[src/rtl/crcfr_pkg.sv]
// Package for the CRC-16 message framer: queue entry types, CRC constants
// and the default payload limit. Used by every file of the framer.
`timescale 1ns / 1ps

package crcfr_pkg;

    localparam int unsigned MAX_PAYLOAD_DEFAULT = 244;
    localparam int unsigned QUEUE_DEPTH         = 6;
    localparam int unsigned CNT_W               = $clog2(QUEUE_DEPTH + 1);

    localparam logic [15:0] CRC_POLY = 16'h1021;
    localparam logic [15:0] CRC_TOP  = 16'h8000;

    // What a queued entry turns into when it reaches the output register.
    typedef enum logic [1:0] {
        TAG_FIRST  = 2'd0,  // first header byte, restarts the CRC
        TAG_DATA   = 2'd1,  // ordinary frame byte, folded into the CRC
        TAG_CRC_LO = 2'd2,  // low byte of the finished CRC
        TAG_CRC_HI = 2'd3   // high byte of the finished CRC, ends the frame
    } t_tag;

    typedef struct packed {
        t_tag       tag;
        logic [7:0] data;
    } t_entry;

endpackage

[src/rtl/crcfr_crc_byte.sv]
// Byte-wide CRC-16 update, polynomial 0x1021, MSB first, no reflection.
// Depends on crcfr_pkg for the polynomial constants.
`timescale 1ns / 1ps

module crcfr_crc_byte (
    input  logic [15:0] i_crc,
    input  logic [7:0]  i_byte,
    output logic [15:0] o_crc
);

    always_comb begin
        logic [15:0] c;
        c = i_crc ^ {i_byte, 8'h00};
        for (int i = 0; i < 8; i++) begin
            if ((c & crcfr_pkg::CRC_TOP) != 16'h0000) begin
                c = {c[14:0], 1'b0} ^ crcfr_pkg::CRC_POLY;
            end else begin
                c = {c[14:0], 1'b0};
            end
        end
        o_crc = c;
    end

endmodule

[src/rtl/crc16_message_framer_top.sv]
// Top level of the CRC-16 message framer: frame bookkeeping, the byte queue
// and the output register. Depends on crcfr_pkg and crcfr_crc_byte.
//
// The first byte caused by an item passes through the byte queue and then the
// output register. Throughput: one frame byte per cycle while the output does
// not stall; a new item is taken as the last queued byte of the one before it
// moves on. A payload item causes 1 or 3 bytes, a start item 4 or 6, and an
// ignored payload item none; the output register sets this rate.
// Reset (synchronous, active low) closes any frame, empties the queue and the
// output register, clears the CRC and sets host_id to 1.
`timescale 1ns / 1ps

module crc16_message_framer_top #(
    parameter int unsigned MAX_PAYLOAD = crcfr_pkg::MAX_PAYLOAD_DEFAULT
) (
    input  logic       i_clk,
    input  logic       i_rst_n,

    // Configuration: host_id register.
    input  logic       i_cfg_wr_en,
    input  logic [7:0] i_cfg_wr_data,

    // Input item channel.
    input  logic       i_valid,
    output logic       o_stall,
    input  logic       i_kind,
    input  logic [7:0] i_recipient,
    input  logic [7:0] i_command_code,
    input  logic [7:0] i_payload_length,
    input  logic [7:0] i_payload_byte,

    // Result item channel.
    output logic       o_valid,
    input  logic       i_stall,
    output logic [7:0] o_frame_byte,
    output logic       o_frame_end
);

    localparam int unsigned DEPTH = crcfr_pkg::QUEUE_DEPTH;
    localparam int unsigned CW    = crcfr_pkg::CNT_W;
    localparam logic [7:0]  MAX_LEN = 8'(MAX_PAYLOAD);

    localparam logic [CW-1:0] CNT_ONE   = CW'(1);
    localparam logic [CW-1:0] CNT_PAY   = CW'(1);
    localparam logic [CW-1:0] CNT_LAST  = CW'(3);
    localparam logic [CW-1:0] CNT_HDR   = CW'(4);
    localparam logic [CW-1:0] CNT_EMPTY = CW'(6);

    // Frame bookkeeping on the input side.
    logic [7:0] r_host;
    logic       r_frame_open, n_frame_open;
    logic [7:0] r_rem,        n_rem;

    // Byte queue. Entries are loaded in parallel when an item is accepted and
    // leave from the head into the output register, one per cycle when it is free.
    crcfr_pkg::t_entry r_q [DEPTH];
    crcfr_pkg::t_entry n_q [DEPTH];
    logic [CW-1:0]     r_cnt, n_cnt;

    // Output register and the CRC of the bytes that have passed through it.
    logic        r_ov,  n_ov;
    logic [7:0]  r_ob,  n_ob;
    logic        r_oe,  n_oe;
    logic [15:0] r_crc, n_crc;

    logic        out_free;
    logic        load;
    logic        in_acc;
    logic [7:0]  len_sat;
    logic [15:0] crc_base;
    logic [15:0] crc_upd;

    crcfr_pkg::t_entry head;

    assign head     = r_q[0];
    // The output register can take a byte when it is empty or being emptied.
    assign out_free = !r_ov || !i_stall;
    assign load     = (r_cnt != '0) && out_free;
    // A new item is taken only when the queue will be empty after this edge.
    assign o_stall  = !((r_cnt == '0) || ((r_cnt == CNT_ONE) && out_free));
    assign in_acc   = i_valid && !o_stall;
    assign len_sat  = (i_payload_length > MAX_LEN) ? MAX_LEN : i_payload_length;

    // The first header byte restarts the CRC from zero.
    assign crc_base = (head.tag == crcfr_pkg::TAG_FIRST) ? 16'h0000 : r_crc;

    crcfr_crc_byte u_crc (
        .i_crc  (crc_base),
        .i_byte (head.data),
        .o_crc  (crc_upd)
    );

    // Output register and CRC.
    always_comb begin
        n_ov  = r_ov;
        n_ob  = r_ob;
        n_oe  = r_oe;
        n_crc = r_crc;
        if (r_ov && !i_stall) begin
            n_ov = 1'b0;
        end
        if (load) begin
            n_ov = 1'b1;
            n_oe = 1'b0;
            case (head.tag)
                crcfr_pkg::TAG_FIRST, crcfr_pkg::TAG_DATA: begin
                    n_ob  = head.data;
                    n_crc = crc_upd;
                end
                crcfr_pkg::TAG_CRC_LO: begin
                    n_ob = r_crc[7:0];
                end
                crcfr_pkg::TAG_CRC_HI: begin
                    n_ob = r_crc[15:8];
                    n_oe = 1'b1;
                end
                default: begin
                    n_ob = head.data;
                end
            endcase
        end
    end

    // Queue and frame bookkeeping.
    always_comb begin
        n_q          = r_q;
        n_cnt        = r_cnt;
        n_frame_open = r_frame_open;
        n_rem        = r_rem;
        if (load) begin
            for (int i = 0; i < DEPTH - 1; i++) begin
                n_q[i] = r_q[i + 1];
            end
            n_cnt = r_cnt - CNT_ONE;
        end
        if (in_acc) begin
            if (!i_kind) begin
                // Start item: a frame still open is dropped without its CRC.
                n_q[0] = '{tag: crcfr_pkg::TAG_FIRST,  data: i_recipient};
                n_q[1] = '{tag: crcfr_pkg::TAG_DATA,   data: len_sat};
                n_q[2] = '{tag: crcfr_pkg::TAG_DATA,   data: r_host};
                n_q[3] = '{tag: crcfr_pkg::TAG_DATA,   data: i_command_code};
                n_q[4] = '{tag: crcfr_pkg::TAG_CRC_LO, data: 8'h00};
                n_q[5] = '{tag: crcfr_pkg::TAG_CRC_HI, data: 8'h00};
                n_rem  = len_sat;
                if (len_sat == 8'h00) begin
                    n_cnt        = CNT_EMPTY;
                    n_frame_open = 1'b0;
                end else begin
                    n_cnt        = CNT_HDR;
                    n_frame_open = 1'b1;
                end
            end else if (r_frame_open) begin
                n_q[0] = '{tag: crcfr_pkg::TAG_DATA,   data: i_payload_byte};
                n_q[1] = '{tag: crcfr_pkg::TAG_CRC_LO, data: 8'h00};
                n_q[2] = '{tag: crcfr_pkg::TAG_CRC_HI, data: 8'h00};
                if (r_rem <= 8'h01) begin
                    n_cnt        = CNT_LAST;
                    n_rem        = 8'h00;
                    n_frame_open = 1'b0;
                end else begin
                    n_cnt = CNT_PAY;
                    n_rem = r_rem - 8'h01;
                end
            end
            // A payload item with no open frame is taken and dropped.
        end
    end

    always_ff @(posedge i_clk) begin
        if (!i_rst_n) begin
            r_host       <= 8'h01;
            r_frame_open <= 1'b0;
            r_rem        <= 8'h00;
            r_cnt        <= '0;
            r_ov         <= 1'b0;
            r_crc        <= 16'h0000;
        end else begin
            if (i_cfg_wr_en) begin
                r_host <= i_cfg_wr_data;
            end
            r_frame_open <= n_frame_open;
            r_rem        <= n_rem;
            r_cnt        <= n_cnt;
            r_ov         <= n_ov;
            r_crc        <= n_crc;
        end
    end

    always_ff @(posedge i_clk) begin
        r_q  <= n_q;
        r_ob <= n_ob;
        r_oe <= n_oe;
    end

    assign o_valid      = r_ov;
    assign o_frame_byte = r_ob;
    assign o_frame_end  = r_oe;

    // The queue never holds more entries than one start item produces.
    a_cnt_bound: assert property (@(posedge i_clk) disable iff (!i_rst_n)
        r_cnt <= CNT_EMPTY)
        else $error("byte queue count out of range");

    // An item is never taken while more than one queued byte remains.
    a_no_overrun: assert property (@(posedge i_clk) disable iff (!i_rst_n)
        (r_cnt > CNT_ONE) |-> o_stall)
        else $error("input accepted over a busy queue");

    // A start item always leaves a full header, with or without the CRC.
    a_start_fill: assert property (@(posedge i_clk) disable iff (!i_rst_n)
        (in_acc && !i_kind) |=> ((r_cnt == CNT_HDR) || (r_cnt == CNT_EMPTY)))
        else $error("start item did not queue its header");

    // An open frame always still expects at least one payload byte.
    a_open_rem: assert property (@(posedge i_clk) disable iff (!i_rst_n)
        r_frame_open |-> (r_rem != 8'h00))
        else $error("open frame with no bytes remaining");

endmodule
[config.mk]
export PLATFORM = sky130hd
export DESIGN_NAME = crc16_message_framer_top
export DESIGN_NICKNAME = d
export VERILOG_FILES = /design/src/rtl/crcfr_pkg.sv /design/src/rtl/crcfr_crc_byte.sv /design/src/rtl/crc16_message_framer_top.sv
export SDC_FILE = /design/constraint.sdc
export NUM_CORES = 1
export LEC_CHECK = 0
export BUFFER_PORTS_ARGS = -buffer_cell sky130_fd_sc_hd__clkbuf_2
export CORE_MARGIN = 1.5
export CORE_UTILIZATION = 51
export DETAILED_ROUTE_END_ITERATION = 10
export PLACE_DENSITY = 0.71
export SLEW_MARGIN = 20
export SYNTH_ARGS = -nofsm -noshare
export SYNTH_HDL_FRONTEND = slang
export SYNTH_SLANG_ARGS = --single-unit
[constraint.sdc]
create_clock -name i_clk -period 5 [get_ports i_clk]
set_input_delay 0 -clock i_clk [delete_from_list [all_inputs] [get_ports i_clk]]
set_output_delay 0 -clock i_clk [all_outputs]
set_load 0.02 [all_outputs]
==> results of run 1 <==
-- cells in the mapped netlist, drive strengths merged, types with 3 or more instances --
| master | n |
|---|---|
| a21oi | 29 |
| nor4 | 4 |
| inv | 10 |
| edfxtp | 9 |
| o2bb2ai | 10 |
| a31oi | 14 |
| and3 | 8 |
| clkbuf | 21 |
| mux2i | 42 |
| a211oi | 5 |
| buf | 12 |
| nand2b | 4 |
| dfxtp | 87 |
| nor3 | 3 |
| ha | 5 |
| nor2 | 50 |
| a21o | 8 |
| nand2 | 70 |
| xnor2 | 21 |
| o21a | 4 |
| nand3 | 16 |
| xor2 | 11 |
| o21ai | 38 |
-- report_power, final --
part,switching (W),internal [W],total [W]
sequential,0.000239,0.00106,0.00130
combinational,0.000885,0.000717,0.00160
clock,0.000296,0.000243,0.000539
-- layout make-up --
class	count	share of cell area
multi-input combinational	371	0.424
inverter	10	0.00697
tap	105	0.0244
clock inverter	7	0.0160
sequential	96	0.373
clock buffer	9	0.0230
timing repair buffer	100	0.132
-- critical path: stages (launching register included) --
cell,delay [ps]
dfxtp_1,380
inv_1,80
ha_1,250
nand2b_1,120
nand2_2,310
inv_2,700
mux2i_1,310
o21ai_0,140
a21o_1,220
dlygate4sd3_1,540
-- stage by stage --
| stage | util | instances |
|---|---|---|
| after CTS | 0.645 | 698 |
| after global routing | 0.646 | 698 |
| final | 0.646 | 698 |
| after detailed placement | 0.571 | 641 |
| after global placement | 0.571 | 641 |
| after floorplan | - | 510 |
-- path summary, 6_finish.rpt --
kind,start,to,slack (ps),cells past startpoint
max,r_cnt[0],head[4],1850,9
min,i_cfg_wr_en,r_host[0],50,3
max reg2reg,r_cnt[0],head[4],1850,9
min reg2reg,r_q[19],r_q[19],460,1
-- sequential cells by signal (all words and copies together), names as in the netlist --
name / count
r_cnt: 3
r_rem: 8
o_frame_end: 1
r_host: 8
o_valid: 1
r_q: 40
r_crc: 16
r_frame_open: 1
o_frame_byte: 8
head: 10
-- cell families after synthesis --
logic type	Yosys count	share of synthesized area
and+or+nand+nor	168	0.166
AOI/OAI and AO/OA	123	0.170
DFF	96	0.450
buffers and inverters	43	0.0414
muxes	43	0.0965
xor gates and xnor gates	32	0.0626
adders and majority gates	5	0.0140
-- per-layer routing --
metal,global-route usage,part of all wire
met3,0.0556,0.045
met2,0.404,0.49
met1,0.298,0.44
met4,0.0803,0.023
met5,0,0
==> out/results.ini, run 1 <==
[logic_synthesis]
synth-main-ff-cell = dfxtp_1
yosys-top-cells-area = dfxtp_1, mux2i_1, edfxtp_1
postSynthAreaPerCell_sq_um = 8.77
synth_area_sq_um = 4470
synthArstFlopShare = 0
seq_area_frac_synth = 0.450
ys_seq_elements = 96
syn_nets = 561
yosysWarnings = 0
synth_cells = 510
yosysTopAreaCell = dfxtp_1
synth.distinct_cells = 50
yosys.area.top_type_share = 0.389
synth_edf_count = 9

[global_route]
overflow = 0
antenna_found_initial = 0
grt_pass1_vias = 3858
grt_pass1_wl_um = 18200
grt_max_degree = 31
grt_usage = 0.238

[route]
routed_via_density = 5.57
first_pass_iters = 5
drc = 0
drt_iter0_markers = 193
ant_nets = 0
routed_wirelength_um = 10900
wl_per_cell_um = 15.6
vias = 3886

[sta]
hold_slack_ps = 54.7
rsz0062_at_grt = no
layout_min_cycle_time_ps = 3150
layout_worst_path_cycle_share = 0.631
maxSlewViolCount = 0
fin_skew_ps = 10.7
fin_setup_tns_ps = 0
fmaxAchievable_mhz = 317
hold_viol = 0
worst_slew_pin_slew_ps = 924
final-setup-viol-count = 0
setup_slack_ps = 1850
maxSlewHeadroom = 0.384

[floorplan]
die_y_um = 96.7
die_w_um = 96.7
core_sq_um = 8340
die_area_sq_um = 9340
io_pins = 57
start_util = 0.536
row_count = 33

[power]
fin_total_pwr_w = 0.00344
powerDensity_nw_per_um2 = 639
p_leak_nw = 2.23
irDropWorstVdd_mv = 0.301

[clocking]
post_cts_buffers = 0
cts-htree-levels = 3
ctsResizeCount = 0
cts.sinks = 96
clockBufferDepth = 2
cts_tree = done
cts_buffers = 9
cts_hold_buf = 41
clk_latency_ps = 370
clk_pin_slew_ps = 100
root_buffer = clkbuf_8

[worst_setup_path]
startpoint_type = flip-flop
crit_fanout = 29
cp-end-kind = flip-flop
critPathArrivalTime_ps = 3410
crit_type = reg -> reg
required_ps = 5260

[final_layout]
fill_cells = 727
num_antenna_cells = 0
layout_commonest_cell = dfxtp_1
final-seq-area_sq_um = 2010
layout_common_cells = dfxtp_1, nand2_1, clkbuf_2, nor2_1, mux2i_1
drive_gt1_frac = 0.142
fin_area_sq_um = 5390
fin_nets = 639
multi_input_area_sq_um = 2280
syn2layout_area_growth_pct = 20.4

[flow_run]
cap_violations = 0

[place]
dpl_worst_slack_ps = 2340
gp_congestion = 0.838
place_area_sq_um = 4760
dpl.hpwl_um = 7270
port_buffers = 56

[run_status]
status = finished, final reports clean

[worst_hold_path]
hold_path_class = in -> reg

(Power assumes the default switching activity.)
==> run 2: changes to the inputs <==
Settings changed: ABC_AREA set to 1, PLACE_DENSITY 0.71 to 0.7.
Clock period 5 ns to 3.1 ns, I/O delays scaled along.
==> out/results.ini, run 2 <==
[worst_setup_path]
crit_start = r_cnt[0]
r2r-end = head[6]
crit_type = reg -> reg
crit_end = head[6]
cp-end-kind = flip-flop
required_ps = 3420  ; -1840 ps
startpoint_type = flip-flop
worst-r2r-setup-slack_ps = 680  ; -1160 ps
crit_fanout = 39  ; +34%
critPathArrivalTime_ps = 2740  ; -670 ps
ff2ff_path_depth = 11  ; +2
r2r_start = r_cnt[0]

[logic_synthesis]
postSynthAreaPerCell_sq_um = 7.04  ; -20%
synth-main-ff-cell = dfxtp_1
yosys-top-cells-area = dfxtp_1, nand2_1, nor2_1
syn_nets = 717  ; +28%
yosys.area.top_type_share = 0.371  ; -0.0179
synthArstFlopShare = 0  ; unchanged
synth_cells = 666  ; +31%
ys_seq_elements = 96  ; unchanged
synth_edf_count = 9  ; unchanged
seq_area_frac_synth = 0.429  ; -0.0206
synth_area_sq_um = 4690  ; +4.8%
synth.distinct_cells = 32  ; -36%
yosysTopAreaCell = dfxtp_1
synth_common_cells = nand2_1, dfxtp_1, nor2_1
yosysWarnings = 0  ; unchanged
yosysMostFrequentCell = nand2_1

[route]
ant_nets = 0  ; unchanged
drt_iter0_markers = 165  ; -15%
wl_per_cell_um = 14.2  ; -9.3%
first_pass_iters = 8  ; +3
vias = 4598  ; +18%
drc = 2  ; +2
routed_via_density = 5.27  ; -5.3%
routed_wirelength_um = 12400  ; +13%

[final_layout]
regMostFlops = r_q
fill_cells = 778  ; +7.0%
fin_nets = 810  ; +27%
final-seq-area_sq_um = 2010  ; unchanged
multi_input_area_sq_um = 2260  ; -0.99%
layout_commonest_cell = nand2_1
largest_reg_flops = 40  ; unchanged
num_antenna_cells = 0  ; unchanged
layout_common_cells = nand2_1, dfxtp_1, nor2_1, inv_1, clkbuf_2
syn2layout_area_growth_pct = 20.3
drive_gt1_frac = 0.118  ; -0.0239

[sta]
hold_slack_ps = 17.1  ; -37.6 ps
layout_min_cycle_time_ps = 2420  ; -737 ps
hold_viol = 0  ; unchanged
maxSlewHeadroom = 0.526  ; +0.141
fin_skew_ps = 9.46  ; -1.20 ps
worst_slew_pin_slew_ps = 711  ; -212 ps
layout_worst_path_cycle_share = 0.780  ; +0.149
fin_setup_tns_ps = 0  ; unchanged
final-setup-viol-count = 0  ; unchanged
maxSlewViolCount = 0  ; unchanged
fmaxAchievable_mhz = 414  ; +30%
rsz0062_at_grt = no

[floorplan]
io_pins = 57  ; unchanged
core_sq_um = 8810  ; +5.6%
start_util = 0.533  ; -0.00392
die_area_sq_um = 9780  ; +4.7%
die_y_um = 98.9  ; +2.3%
row_count = 34  ; +3.0%
die_w_um = 98.9  ; +2.3%

[power]
irDropWorstVdd_mv = 0.418  ; +39%
p_leak_nw = 2.79  ; +25%
powerDensity_nw_per_um2 = 1070  ; +67%

[clocking]
cts_tree = done
root_buffer = clkbuf_8
cts_buffers = 9  ; unchanged
clk_pin_slew_ps = 100  ; about the same
cts-htree-levels = 3  ; unchanged
cts.sinks = 96  ; unchanged
clk_latency_ps = 380  ; about the same
clockBufferDepth = 2  ; unchanged
post_cts_buffers = 0  ; unchanged

[place]
gp_congestion = 0.883  ; +5.3%
port_buffers = 56  ; unchanged
dpl.hpwl_um = 8330  ; +15%

[global_route]
antenna_found_initial = 0  ; unchanged
grt_pass1_vias = 4534  ; +18%
grt_pass1_wl_um = 20500  ; +12%
overflow = 0  ; unchanged
grt_usage = 0.265  ; +0.0273
grt_max_degree = 40  ; +29%

[run_status]
status = finished, violations left
violations = design-rule violations

[worst_hold_path]
hold_path_class = in -> reg

[flow_run]
cap_violations = 0  ; unchanged

## run 2: kinds of logic after synthesis
family / after synthesis / share of synthesized area
buffers and inverters: 96 / 0.0891
AOI/OAI and AO/OA: 105 / 0.128
adders and majority gates: 5 / 0.0133
and+or+nand+nor: 339 / 0.289
muxes: 16 / 0.0342
DFF: 96 / 0.429
xor gates and xnor gates: 9 / 0.0168
## run 2: critical path, cell delays in order, from the launching register on
cell           delay (ps)
dfxtp_1               390
inv_1                  80
ha_1                  190
nand2_1                90
nand2_1                90
nand2_2               160
inv_4                  80
nand2_2                90
buf_4                 350
o21ai_0               120
nor2_1                140
dlygate4sd3_1         570
## run 2: what timing repair did
item / in CTS / in global routing
hold buffers: 45 / 0
resized for setup: 0 / 0
endpoints found under the hold margin: 29 / 0
## run 2: layer usage
layer	global-route usage	vias up	wire [um]
met4	0.124	0	309
met1	0.300	2147	5340
met3	0.0475	26	397
met5	0	-	0
li1	-	2324	-
met2	0.483	101	6330
## run 2: worst min path at each step
stage / to / cells past startpoint / start / slack, ps
global placement: r_host[0] / 3 / i_cfg_wr_data[0] / 210
detailed placement: r_host[0] / 3 / i_cfg_wr_data[0] / 220
finish: r_q[41] / 5 / i_payload_length[1] / 20
global route: r_q[40] / 5 / i_payload_length[0] / 30
floorplan: r_host[0] / 2 / i_cfg_wr_en / 120
CTS: r_q[40] / 5 / i_payload_length[0] / 6
## run 2: cell type report
type | count | share of cell area
multi-input combinational | 474 | 0.401
sequential | 96 | 0.357
timing repair buffer | 107 | 0.138
inverter | 71 | 0.0477
tap | 108 | 0.0240
clock buffer | 9 | 0.0220
clock inverter | 7 | 0.0113
## run 2: report_power, final
part / leakage [nW] / internal [W] / total (W) / switching [W]
sequential: 0.811 / 0.00179 / 0.00213 / 0.000341
clock: 0.0956 / 0.000312 / 0.000815 / 0.000504
combinational: 1.88 / 0.00115 / 0.00308 / 0.00193
total: 2.79 / 0.00325 / 0.00603 / 0.00278
## run 2: stage by stage
| step | total power, W | instance area (sq um) | cells | util | setup WS [ps] |
|---|---|---|---|---|---|
| 2_1_floorplan | 0.00432 | 4690 | 666 | - | 1550 |
| 3_3_place_gp | 0.00493 | 5000 | 811 | 0.568 | 1290 |
| 3_5_place_dp | 0.00501 | 5000 | 811 | 0.568 | 1220 |
| 4_1_cts | 0.00600 | 5640 | 872 | 0.641 | 756 |
| 5_1_grt | 0.00654 | 5640 | 872 | 0.641 | 529 |
| 6_report | 0.00603 | 5640 | 872 | 0.641 | 682 |
